--- config.mk ---
export PLATFORM = sky130hd
export DESIGN_NAME = at_status_line_parser
export DESIGN_NICKNAME = d
export VERILOG_FILES = /design/src/hw/rtl/atslp_pkg.sv /design/src/hw/rtl/atslp_header.sv /design/src/hw/rtl/atslp_field.sv /design/src/hw/rtl/atslp_conv.sv /design/src/hw/rtl/at_status_line_parser.sv
export VERILOG_INCLUDE_DIRS = /design/src /design/src/hw/rtl
export SDC_FILE = /design/constraint.sdc
export NUM_CORES = 1
export LEC_CHECK = 0
export BUFFER_PORTS_ARGS = -buffer_cell sky130_fd_sc_hd__buf_2
export CAP_MARGIN = 0
export CORE_ASPECT_RATIO = 1.1
export CORE_MARGIN = 3
export CORE_UTILIZATION = 50
export DETAILED_ROUTE_END_ITERATION = 10
export MAX_ROUTING_LAYER = met4
export PLACE_DENSITY = 0.67
export REMOVE_ABC_BUFFERS = 1
export SLEW_MARGIN = 0
export SYNTH_ARGS = -nofsm -noshare
export SYNTH_HDL_FRONTEND = slang
export SYNTH_SLANG_ARGS = --single-unit
export TNS_END_PERCENT = 100
--- constraint.sdc ---
create_clock -name clk_i -period 8.9 [get_ports clk_i]
set_input_delay 0 -clock clk_i [delete_from_list [all_inputs] [get_ports clk_i]]
set_output_delay 0 -clock clk_i [all_outputs]
set_load 0.01 [all_outputs]
--- src/hw/rtl/at_status_line_parser_assert.svh ---
// Assertion macros used by the status line parser top level.
`ifndef AT_STATUS_LINE_PARSER_ASSERT_SVH
`define AT_STATUS_LINE_PARSER_ASSERT_SVH

// Same-cycle implication, disabled during reset.
`define ATSLP_ASSERT_IMP(lbl, ante, cons) \
  lbl: assert property (@(posedge clk_i) disable iff (!rst_ni) (ante) |-> (cons)) \
    else $error("same-cycle implication failed");

// Next-cycle implication, disabled during reset.
`define ATSLP_ASSERT_NXT(lbl, ante, cons) \
  lbl: assert property (@(posedge clk_i) disable iff (!rst_ni) (ante) |=> (cons)) \
    else $error("next-cycle implication failed");

`endif

--- src/hw/rtl/atslp_pkg.sv ---
// Package with types, character codes and header tables of the status line parser.
`timescale 1ns / 1ps
package atslp_pkg;

  localparam int unsigned VALUE_WIDTH_DEF = 32;
  localparam int unsigned OUT_WIDTH       = 32;

  localparam logic [7:0] CH_PLUS  = 8'h2B;
  localparam logic [7:0] CH_MINUS = 8'h2D;
  localparam logic [7:0] CH_EQ    = 8'h3D;
  localparam logic [7:0] CH_COMMA = 8'h2C;
  localparam logic [7:0] CH_SPACE = 8'h20;
  localparam logic [7:0] CH_TAB   = 8'h09;
  localparam logic [7:0] CH_CR    = 8'h0D;
  localparam logic [7:0] CH_ZERO  = 8'h30;
  localparam logic [7:0] CH_NINE  = 8'h39;

  localparam int unsigned PLAY_LEN  = 8;
  localparam int unsigned TRACK_LEN = 9;

  localparam logic [7:0] HDR_PLAY [PLAY_LEN] = '{
    8'h50, 8'h4C, 8'h41, 8'h59, 8'h53, 8'h54, 8'h41, 8'h54
  };
  localparam logic [7:0] HDR_TRACK [TRACK_LEN] = '{
    8'h54, 8'h52, 8'h41, 8'h43, 8'h4B, 8'h53, 8'h54, 8'h41, 8'h54
  };

  typedef enum logic [1:0] {
    PH_FIRST  = 2'd0,
    PH_HEADER = 2'd1,
    PH_DATA   = 2'd2,
    PH_DEAD   = 2'd3
  } phase_e;

  typedef enum logic [1:0] {
    FS_SKIP   = 2'd0,
    FS_DIGITS = 2'd1,
    FS_STOP   = 2'd2
  } field_stage_e;

  typedef enum logic [1:0] {
    KIND_NONE  = 2'd0,
    KIND_PLAY  = 2'd1,
    KIND_TRACK = 2'd2
  } kind_e;

  localparam logic [1:0] MATCH_PLAY  = 2'b01;
  localparam logic [1:0] MATCH_TRACK = 2'b10;
  localparam logic [1:0] MATCH_BOTH  = 2'b11;

  typedef struct packed {
    logic       feed;
    logic [1:0] sel;
    kind_e      kind;
  } hdr_ctrl_t;

endpackage

--- src/hw/rtl/atslp_header.sv ---
// Line phase, header match and comma counting of the status line parser.
`timescale 1ns / 1ps
module atslp_header import atslp_pkg::*; (
  input  logic       clk_i,
  input  logic       rst_ni,
  input  logic       adv_i,
  input  logic       last_i,
  input  logic [7:0] byte_i,
  output hdr_ctrl_t  ctrl_o,
  output phase_e     phase_o
);

  phase_e     phase_q, phase_d;
  logic [3:0] pos_q, pos_d;
  logic [1:0] match_q, match_d;
  logic [1:0] comma_q, comma_d;
  logic [3:0] track_idx;
  logic       is_comma;

  assign track_idx = (pos_q < 4'(TRACK_LEN)) ? pos_q : 4'd0;
  assign is_comma  = (byte_i == CH_COMMA) && (comma_q < 2'd2);

  always_comb begin
    phase_d = phase_q;
    pos_d   = pos_q;
    match_d = match_q;
    comma_d = comma_q;
    unique case (phase_q)
      PH_FIRST: begin
        phase_d = (byte_i == CH_PLUS) ? PH_HEADER : PH_DEAD;
      end
      PH_HEADER: begin
        if (byte_i == CH_EQ) begin
          if (match_q[0] && pos_q == 4'(PLAY_LEN)) begin
            match_d = MATCH_PLAY;
          end else if (match_q[1] && pos_q == 4'(TRACK_LEN)) begin
            match_d = MATCH_TRACK;
          end else begin
            match_d = 2'b00;
          end
          phase_d = (match_d != 2'b00) ? PH_DATA : PH_DEAD;
        end else begin
          if (pos_q >= 4'(PLAY_LEN) || HDR_PLAY[pos_q[2:0]] != byte_i) begin
            match_d[0] = 1'b0;
          end
          if (pos_q >= 4'(TRACK_LEN) || HDR_TRACK[track_idx] != byte_i) begin
            match_d[1] = 1'b0;
          end
          if (pos_q != 4'hF) begin
            pos_d = pos_q + 4'd1;
          end
        end
      end
      PH_DATA: begin
        if (is_comma) begin
          comma_d = comma_q + 2'd1;
        end
      end
      PH_DEAD: begin
      end
    endcase
  end

  always_comb begin
    ctrl_o.feed = (phase_q == PH_DATA) && !is_comma;
    ctrl_o.sel  = comma_q;
    ctrl_o.kind = KIND_NONE;
    if (phase_d == PH_DATA) begin
      if (match_d == MATCH_PLAY) begin
        ctrl_o.kind = KIND_PLAY;
      end else if (match_d == MATCH_TRACK && comma_d == 2'd2) begin
        ctrl_o.kind = KIND_TRACK;
      end
    end
  end

  assign phase_o = phase_q;

  always_ff @(posedge clk_i or negedge rst_ni) begin
    if (!rst_ni) begin
      phase_q <= PH_FIRST;
      pos_q   <= 4'd0;
      match_q <= MATCH_BOTH;
      comma_q <= 2'd0;
    end else if (adv_i) begin
      if (last_i) begin
        phase_q <= PH_FIRST;
        pos_q   <= 4'd0;
        match_q <= MATCH_BOTH;
        comma_q <= 2'd0;
      end else begin
        phase_q <= phase_d;
        pos_q   <= pos_d;
        match_q <= match_d;
        comma_q <= comma_d;
      end
    end
  end

endmodule

--- src/hw/rtl/atslp_field.sv ---
// Decimal field reader: whitespace skip, sign, saturating magnitude accumulation.
`timescale 1ns / 1ps
module atslp_field import atslp_pkg::*; #(
  parameter int unsigned VALUE_WIDTH = VALUE_WIDTH_DEF
) (
  input  logic                   clk_i,
  input  logic                   rst_ni,
  input  logic                   adv_i,
  input  logic                   clear_i,
  input  logic                   feed_i,
  input  logic [7:0]             byte_i,
  output logic [VALUE_WIDTH-1:0] mag_o,
  output logic                   neg_o
);

  localparam logic [VALUE_WIDTH-1:0] MagCap = {1'b1, {(VALUE_WIDTH-1){1'b0}}};

  field_stage_e           stage_q, stage_d;
  logic                   neg_q, neg_d;
  logic [VALUE_WIDTH-1:0] mag_q, mag_d, acc_mag;
  logic [VALUE_WIDTH+3:0] prod;
  logic [3:0]             dval;
  logic                   is_digit, is_space, is_sign;

  assign is_digit = (byte_i >= CH_ZERO) && (byte_i <= CH_NINE);
  assign is_space = (byte_i == CH_SPACE) || ((byte_i >= CH_TAB) && (byte_i <= CH_CR));
  assign is_sign  = (byte_i == CH_PLUS) || (byte_i == CH_MINUS);
  assign dval     = 4'(byte_i - CH_ZERO);

  assign prod    = {1'b0, mag_q, 3'b000} + {3'b000, mag_q, 1'b0}
                 + (VALUE_WIDTH+4)'(dval);
  assign acc_mag = (prod > {4'b0000, MagCap}) ? MagCap : prod[VALUE_WIDTH-1:0];

  always_comb begin
    stage_d = stage_q;
    neg_d   = neg_q;
    mag_d   = mag_q;
    if (feed_i) begin
      unique case (stage_q)
        FS_SKIP: begin
          if (is_space) begin
            stage_d = FS_SKIP;
          end else if (is_sign) begin
            neg_d   = (byte_i == CH_MINUS);
            stage_d = FS_DIGITS;
          end else if (is_digit) begin
            mag_d   = acc_mag;
            stage_d = FS_DIGITS;
          end else begin
            stage_d = FS_STOP;
          end
        end
        FS_DIGITS: begin
          if (is_digit) begin
            mag_d = acc_mag;
          end else begin
            stage_d = FS_STOP;
          end
        end
        FS_STOP: begin
          stage_d = FS_STOP;
        end
        default: begin
          stage_d = FS_STOP;
        end
      endcase
    end
  end

  assign mag_o = mag_d;
  assign neg_o = neg_d;

  always_ff @(posedge clk_i or negedge rst_ni) begin
    if (!rst_ni) begin
      stage_q <= FS_SKIP;
      neg_q   <= 1'b0;
      mag_q   <= '0;
    end else if (adv_i) begin
      if (clear_i) begin
        stage_q <= FS_SKIP;
        neg_q   <= 1'b0;
        mag_q   <= '0;
      end else begin
        stage_q <= stage_d;
        neg_q   <= neg_d;
        mag_q   <= mag_d;
      end
    end
  end

endmodule

--- src/hw/rtl/atslp_conv.sv ---
// Turn a stored sign and magnitude into a saturated signed value of output width.
`timescale 1ns / 1ps
module atslp_conv import atslp_pkg::*; #(
  parameter int unsigned VALUE_WIDTH = VALUE_WIDTH_DEF
) (
  input  logic [VALUE_WIDTH-1:0]    mag_i,
  input  logic                      neg_i,
  output logic signed [OUT_WIDTH-1:0] value_o
);

  localparam logic [VALUE_WIDTH-1:0] PosMax = {1'b0, {(VALUE_WIDTH-1){1'b1}}};

  logic signed [VALUE_WIDTH-1:0] value;

  always_comb begin
    if (neg_i) begin
      value = signed'(-mag_i);
    end else if (mag_i[VALUE_WIDTH-1]) begin
      value = signed'(PosMax);
    end else begin
      value = signed'(mag_i);
    end
  end

  assign value_o = OUT_WIDTH'(value);

endmodule

--- src/hw/rtl/at_status_line_parser.sv ---
// Each item waits in the input register until parsed; a line end loads the result register.
// Throughput: one byte item per cycle, held back only while a line end waits on an unaccepted result.
// The input register and the result register bound the per-byte parse logic.
// Reset restarts the line parser and clears the three stored values and both valid flags to zero.
// Top level of the status line parser.
`timescale 1ns / 1ps
module at_status_line_parser import atslp_pkg::*; #(
  parameter int unsigned VALUE_WIDTH = VALUE_WIDTH_DEF
) (
  input  logic        clk_i,
  input  logic        rst_ni,
  input  logic        s_axis_tvalid_i,
  output logic        s_axis_tready_o,
  input  logic [7:0]  s_axis_tdata_i,   // [7:0] line_byte
  input  logic        s_axis_tlast_i,   // line_end
  output logic        m_axis_tvalid_o,
  input  logic        m_axis_tready_i,
  output logic [95:0] m_axis_tdata_o,   // [31:0] play_state, [63:32] elapsed_seconds,
                                        // [95:64] total_seconds
  output logic [1:0]  m_axis_tuser_o    // [1:0] update_kind
);

  `include "at_status_line_parser_assert.svh"

  logic                   in_valid_q;
  logic [7:0]             byte_q;
  logic                   last_q;
  logic                   adv;
  logic                   out_valid_q;
  kind_e                  kind_q;
  hdr_ctrl_t              ctrl;
  phase_e                 phase;
  logic [VALUE_WIDTH-1:0] f_mag [3];
  logic                   f_neg [3];
  logic [VALUE_WIDTH-1:0] st_mag_q [3];
  logic                   st_neg_q [3];
  logic [OUT_WIDTH-1:0]   st_val [3];

  assign adv = in_valid_q && (!last_q || !out_valid_q || m_axis_tready_i);
  assign s_axis_tready_o = !in_valid_q || adv;

  always_ff @(posedge clk_i or negedge rst_ni) begin
    if (!rst_ni) begin
      in_valid_q <= 1'b0;
    end else if (s_axis_tready_o) begin
      in_valid_q <= s_axis_tvalid_i;
    end
  end

  always_ff @(posedge clk_i) begin
    if (s_axis_tready_o && s_axis_tvalid_i) begin
      byte_q <= s_axis_tdata_i;
      last_q <= s_axis_tlast_i;
    end
  end

  atslp_header u_header (
    .clk_i   (clk_i),
    .rst_ni  (rst_ni),
    .adv_i   (adv),
    .last_i  (last_q),
    .byte_i  (byte_q),
    .ctrl_o  (ctrl),
    .phase_o (phase)
  );

  for (genvar i = 0; i < 3; i++) begin : g_field
    atslp_field #(
      .VALUE_WIDTH (VALUE_WIDTH)
    ) u_field (
      .clk_i   (clk_i),
      .rst_ni  (rst_ni),
      .adv_i   (adv),
      .clear_i (last_q),
      .feed_i  (ctrl.feed && (ctrl.sel == 2'(i))),
      .byte_i  (byte_q),
      .mag_o   (f_mag[i]),
      .neg_o   (f_neg[i])
    );

    atslp_conv #(
      .VALUE_WIDTH (VALUE_WIDTH)
    ) u_conv (
      .mag_i   (st_mag_q[i]),
      .neg_i   (st_neg_q[i]),
      .value_o (st_val[i])
    );
  end

  // Stored values change only on a line end, when the result slot is free or draining.
  always_ff @(posedge clk_i or negedge rst_ni) begin
    if (!rst_ni) begin
      for (int i = 0; i < 3; i++) begin
        st_mag_q[i] <= '0;
        st_neg_q[i] <= 1'b0;
      end
    end else if (adv && last_q) begin
      if (ctrl.kind == KIND_PLAY || ctrl.kind == KIND_TRACK) begin
        st_mag_q[0] <= f_mag[0];
        st_neg_q[0] <= f_neg[0];
      end
      if (ctrl.kind == KIND_TRACK) begin
        for (int i = 1; i < 3; i++) begin
          st_mag_q[i] <= f_mag[i];
          st_neg_q[i] <= f_neg[i];
        end
      end
    end
  end

  always_ff @(posedge clk_i or negedge rst_ni) begin
    if (!rst_ni) begin
      out_valid_q <= 1'b0;
      kind_q      <= KIND_NONE;
    end else if (adv && last_q) begin
      out_valid_q <= 1'b1;
      kind_q      <= ctrl.kind;
    end else if (m_axis_tready_i) begin
      out_valid_q <= 1'b0;
    end
  end

  assign m_axis_tvalid_o = out_valid_q;
  assign m_axis_tuser_o  = kind_q;
  assign m_axis_tdata_o  = {st_val[2], st_val[1], st_val[0]};

  `ATSLP_ASSERT_NXT(a_in_hold, in_valid_q && !adv, in_valid_q && $stable(byte_q) && $stable(last_q))
  `ATSLP_ASSERT_IMP(a_slot_free, adv && last_q, !out_valid_q || m_axis_tready_i)
  `ATSLP_ASSERT_NXT(a_store_quiet, !(adv && last_q), $stable(m_axis_tdata_o))
  `ATSLP_ASSERT_NXT(a_dead_stays, adv && !last_q && phase == PH_DEAD, phase == PH_DEAD)
  `ATSLP_ASSERT_IMP(a_kind_in_data, ctrl.kind != KIND_NONE, phase == PH_DATA || phase == PH_HEADER)

endmodule

After elaboration in Yosys (flattened, before gate mapping)
Memories as Yosys holds them, arrays and structs flattened.
Cells that the tools add are included.
{ "word_totals": {"reg_bits": 227, "latchBits": 0, "ram_bits": 0, "mem_bits_ro": 192, "output_inout_bits": 100, "mem_count": 2} }
{ "classes": {"add_sub_neg": 12, "n_mul": 0, "div": 0, "magnitude_cmp": 13, "n_eq_ne": 27, "shifts": 0, "mux": 86, "bitwise_logic": 2, "reduce_logical": 43} }
{ "memory_table": {"columns": ["name", "words", "word_bits", "read_ports", "rd_ports_with_merged_regs", "wr", "line", "text"], "rows": [
  ["(name not given)", 16, 8, 1, 0, 0, "atslp_header.sv:46", "if (pos_q >= 4'(TRACK_LEN) || HDR_TRACK[track_idx] != byte_i) begin"],
  ["(name not given)", 8, 8, 1, 0, 0, "atslp_header.sv:43", "if (pos_q >= 4'(PLAY_LEN) || HDR_PLAY[pos_q[2:0]] != byte_i) begin"]
]} }
{ "ops": {"columns": ["cell", "n"], "rows": [
  ["32-bit 2-to-1 mux", 21],
  ["32-bit one-hot mux with 2 select lines", 3],
  ["35-bit by 33-bit adder with 36-bit output", 3],
  ["36-bit by 4-bit adder with 36-bit output", 3],
  ["36-bit by 32-bit greater-than comparator with 1-bit output, second input constant", 3],
  ["32-bit negation", 3],
  ["31-bit 2-to-1 mux", 3],
  ["2-bit 2-to-1 mux", 26],
  ["8-bit by 6-bit equality test with 1-bit output, second input constant", 5],
  ["8-bit 2-to-1 mux", 4],
  ["1-bit 2-to-1 mux", 20],
  ["4-bit 2-to-1 mux", 5],
  ["8-bit inequality test", 2],
  ["2-bit one-hot mux with 2 select lines", 4],
  ["2-bit by 1-bit equality test with 1-bit output, second input constant", 7],
  ["2-bit nonzero test", 7],
  ["1-bit logical AND", 13],
  ["2-bit equality test, second input constant", 6],
  ["4-bit greater-or-equal comparator, second input constant", 3],
  ["2-bit logical NOT", 5],
  ["3-bit inequality test, second input constant", 3],
  ["3-bit AND reduction", 3],
  ["4-bit equality test, second input constant", 2],
  ["8-bit by 4-bit greater-or-equal comparator with 1-bit output, second input constant", 1],
  ["17 further kinds", 28]
]} }

Depth between registers and ports, before layout
{ "depth": {"word_depth": 19, "depth_mapped": 23} }

By module
A second synthesis with hierarchy kept.
{ "unflattened": {"hier_cells": 2928, "hier_area_um2": 23642.7} }
{ "by_module_without_submodules": {"columns": ["module", "n_inst", "cells_per_inst", "area_per_inst_um2", "seq_area_each_um2"], "rows": [
  ["atslp_field (g_field[1].u_field)", 1, 715, 5247.5, 875.8],
  ["atslp_field (g_field[0].u_field)", 1, 664, 5078.6, 875.8],
  ["atslp_field (g_field[2].u_field)", 1, 647, 4844.6, 875.8],
  ["at_status_line_parser", 1, 239, 4195.3, 2847.7],
  ["atslp_conv", 3, 177, 1072.3, 0.0],
  ["atslp_header", 1, 132, 1059.8, 252.7]
]} }

Worst setup path after synthesis
Ideal clock, no wire load.
{ "synth_timing": {"path_kind": "register to register", "startpoint": "register byte_q[3]", "endpoint": "register st_mag_q[72] (netlist bit)", "t_arrival_ns": 4.852, "path_slack_ns": 3.970, "path_stages_with_launch": 17, "n_path_buf": 1, "period_less_slack_ns": 4.930, "cell_sequence": "edfxtp_1 clkbuf_1 inv_1 fa_1 inv_1 ha_1 a21o_1 and4_1 o2111a_1 or4b_1 nand3_1 nand4b_1 or4_1 or4_4 a211oi_4 or3b_1 a21oi_1"} }
{ "synth_via": {"elab_chain_cells": 13} }
{ "synth_lines": {"columns": ["item", "line", "text"], "rows": [
  ["start: declaration", "at_status_line_parser.sv:26", "logic [7:0] byte_q;"],
  ["start signal: assignment", "at_status_line_parser.sv:52", "byte_q <= s_axis_tdata_i;"],
  ["parallel branches: the longest is 13 deep, another holds 36-bit by 4-bit adder with 36-bit output", null, null],
  ["end signal: indexed assignment", "at_status_line_parser.sv:104", "st_mag_q[i] <= f_mag[i];"],
  ["end: declaration", "at_status_line_parser.sv:35", "logic [VALUE_WIDTH-1:0] st_mag_q [3];"]
]} }
Parallel ways; which one is timed is not known.
A chain may end at the register's enable or synchronous reset.

Worst setup path in the final report
{ "layout_timing": {"startpoint": "register byte_q[3]", "endpoint": "register g_field[1].u_field.mag_q[24]"} }
{ "layout_via": {"elab_chain_cells": 10} }
{ "layout_lines": {"columns": ["item", "line", "text"], "rows": [
  ["4-bit by 1-bit subtractor with 4-bit output", "atslp_field.sv:28", "assign dval = 4'(byte_i - CH_ZERO);"],
  ["36-bit by 4-bit adder with 36-bit output", "atslp_field.sv:31", "+ (VALUE_WIDTH+4)'(dval);"],
  ["36-bit by 32-bit greater-than comparator with 1-bit output", "atslp_field.sv:32", "assign acc_mag = (prod > {4'b0000, MagCap}) ? MagCap : prod[VALUE_WIDTH-1:0];"],
  ["32-bit 2-to-1 mux", "atslp_field.sv:32", null],
  ["32-bit 2-to-1 mux", "atslp_field.sv:46, atslp_field.sv:54", null],
  ["32-bit 2-to-1 mux", "atslp_field.sv:43", "end else if (is_sign) begin"],
  ["32-bit 2-to-1 mux", "atslp_field.sv:41", "if (is_space) begin"],
  ["32-bit one-hot mux with 2 select lines", "atslp_field.sv:39", "unique case (stage_q)"],
  ["32-bit 2-to-1 mux *", "atslp_field.sv:38", "if (feed_i) begin"],
  ["32-bit 2-to-1 mux *", "atslp_field.sv:79", "if (clear_i) begin"],
  ["end signal: assignment", "atslp_field.sv:86", "mag_q <= mag_d;"],
  ["end: declaration", "atslp_field.sv:20", "logic [VALUE_WIDTH-1:0] mag_q, mag_d, acc_mag;"]
]} }
Every way passes the cells marked *; elsewhere a longest branch is shown, timed or not.

==> metrics.yaml <==
fin_nets: 2956
arrival_ns: 6.82
layout_common_cells: "a21oi_1, nor2_1, nand2_1, dfrtp_1, ha_1"
yosysTopAreaCell: "dfrtp_1"
synth_top_family_by_area: "compound AO/OA/AOI/OAI gates"
drtIter0Drc: 1876
end_kind: "register"
status: "finished clean"
crit_type: "register to register"
antennaDiodeCount: 0
avgViaCountPerCell: 6.51
drt_wl_total_mm: 72.5
fp.dieH_um: 221
htreeDepth: 1
boundaryPins: 113
post-place-ws_ns: 2.62
worstSkewPairLatency_ns: 0.57
synth.mux.area_fraction_pct: 0.642
cts_tree: "yes"
fin_crit_ns: 6.32
cts_buffers: 26
synth_edf_count: 9
synth-simple-area-share_pct: 22.5
die-area_um2: 44600
tightest_slew_ns: 1.33
synthFlopType: "dfrtp_1"
track_usage_pct: 32.3
ctsResizeCount: 0
worst_slack_ns: 2.58
power_density_nw_per_um2: 123
setup_viol: 0
numPortBuffers: 112
leakage_nw: 10.8
rr_worst_depth: 14
synthArstFlopShare_pct: 96.0
grt_max_degree: 98
ys_ff_latch: 227
post-dp-hpwl_mm: 53.6
cp-start-kind: "register"
firstDrtPassIters: 6
crit_required_ns: 9.40
crit_fanout: 11
period_share_pct: 71.0
final_common_cell: "a21oi_1"
synth.top_cells.by_area: "dfrtp_1, ha_1, a21oi_1"
clock_sinks: 227
final_antenna_net_count: 0
start_util_pct: 50.9
clockRootBuffer: "clkbuf_16"
synth.cell_area_um2: 21100
maxSlewViolCount: 0
clockBufferDepth: 3
stdcell_count: 3312
dpl.cell_count: 3254
place.gp.congestion: 0.981
core_area_um2: 41400
synth_fa_ha_area_share_pct: 12.6
cap_violations: 0
max_slew_margin_pct: 10.3
utilization_pct: 55.5
synth-xor-area-share_pct: 3.54
synth_top_area_share_pct: 25.7
remaining_drc_errors: 0
skew_ns: 0.0235
clk_pin_slew_ns: 0.07
gr-total-overflow: 0
timing_hold_violations_final: 0
seq_area_frac_synth_pct: 27.2
grt_pass1_vias: 20600
die_x_um: 202
drive_above_1_share_pct: 8.76
rows: 78
peakVddDrop_mv: 0.143
fmax_mhz: 158
yosysWarningCount: 0
antenna_found_initial: 0
vias: 21600
syn_inst: 2702
tns_ns: 0
routedWlPerCell_um: 21.9
synth_compound_area_share_pct: 29.4
avgSynthCellArea_um2: 7.79
grt_pass1_wl_mm: 115
rsz0062_at_grt: "no"
synth.distinct_cells: 85
syn_to_final_growth_pct: 9.14
hp-class: "input pin to async pin"
## what timing repair did
action	in CTS	in global routing
endpoints found under the setup margin	0	0
setup buffers	0	0
endpoints found under the hold margin	115	0
hold buffers	12	0
## cells by family after synthesis
group,Yosys count
AO/OA/AOI/OAI,968
XOR/XNOR,85
adder cells (fa/ha/maj),209
buffers and inverters,220
flip-flops,227
multiplexers,13
AND/OR/NAND/NOR,980
## metal layers
metal  share of wire (%)  vias up  global-route usage, %
li1                    -    10200                      -
met1                  43    10500                   41.7
met2                  49      778                   55.1
met3                 5.5      136                   2.52
met4                 2.8        0                   8.78
met5                   0        -                      -
## worst paths after layout
path	from	to	slack, ns
min in group clk_i	s_axis_tdata_i[2]	byte_q[2]$_DFFE_PP_	0.16
hold reg to reg	m_axis_tuser_o[0]$_DFFE_PN0P_	m_axis_tuser_o[0]$_DFFE_PN0P_	0.51
hold / removal	rst_ni	st_mag_q[32]$_DFFE_PN0P_	0.08
setup / recovery	byte_q[3]$_DFFE_PP_	g_field[1].u_field.mag_q[24]$_DFFE_PN0P_	2.58
max in group asynchronous	rst_ni	g_field[2].u_field.mag_q[18]$_DFFE_PN0P_	6.69
setup reg to reg	byte_q[3]$_DFFE_PP_	g_field[1].u_field.mag_q[24]$_DFFE_PN0P_	2.58
## cell usage after synthesis (13+ instances only)
cell type / n
a211oi_1: 28
a21o_1: 63
a21oi_1: 304
a221oi_1: 30
a22o_1: 23
a31oi_1: 71
and2_1: 25
and3_1: 25
clkbuf_1: 141
dfrtp_1: 216
ha_1: 203
inv_1: 68
nand2_1: 272
nand2b_1: 16
nand3_1: 45
nand4_1: 40
nor2_1: 292
nor3_1: 69
nor4_1: 26
o211ai_1: 19
o21a_1: 43
o21ai_0: 197
o21bai_1: 15
o22a_1: 13
o31ai_1: 26
or2_2: 16
or3_1: 68
or4_1: 18
xnor2_1: 40
xor2_1: 45
## sequential cells by signal, indices dropped and copies added, names as in the netlist
signal	count
g_field.u_field.mag_q	96
st_mag_q	96
byte_q	8
g_field.u_field.stage_q	6
u_header.pos_q	4
g_field.u_field.neg_q	3
st_neg_q	3
m_axis_tuser_o	2
u_header.comma_q	2
u_header.match_q	2
u_header.phase_o	2
in_valid_q	1
last_q	1
m_axis_tvalid_o	1
## critical path: stages (launching register included)
cell       delay [ns]
edfxtp_1         0.50
inv_1            0.39
fa_1             0.52
fa_1             0.47
nor2b_1          0.22
o2111a_1         0.27
o2111ai_1        0.26
a2111oi_0        0.93
o21a_1           0.25
o21a_1           0.15
o211ai_1         0.11
nor4b_1          0.55
a21oi_2          0.28
nor3_1           1.07
a22o_1           0.29
## cell type report
class                   instances  area [µm²]
well taps                     560         701
fillers                      4016       18400
clock buffers                  34         732
repair buffers                155         923
clock inverters                12         125
multi-input cells            2255       14500
flip-flops and latches        227        5730
inverters                      69         259
## power by group
group          switching (mW)  internal [mW]
Clock                   0.474          0.636
Sequential              0.113           1.11
Combinational           0.302          0.197
Total                   0.889           1.95
## metrics by stage
stage | cell area [µm²] | total power [mW] | hold slack (ns)
after floorplan | 20500 | 1.52 | -0.296
after global placement | 22000 | 1.72 | 0.0891
after detailed placement | 22000 | 1.74 | 0.0893
after CTS | 23000 | 2.86 | 0.104
after global routing | 23000 | 2.96 | 0.153
final | 23000 | 2.84 | 0.0797
(Power assumes the default switching activity.)
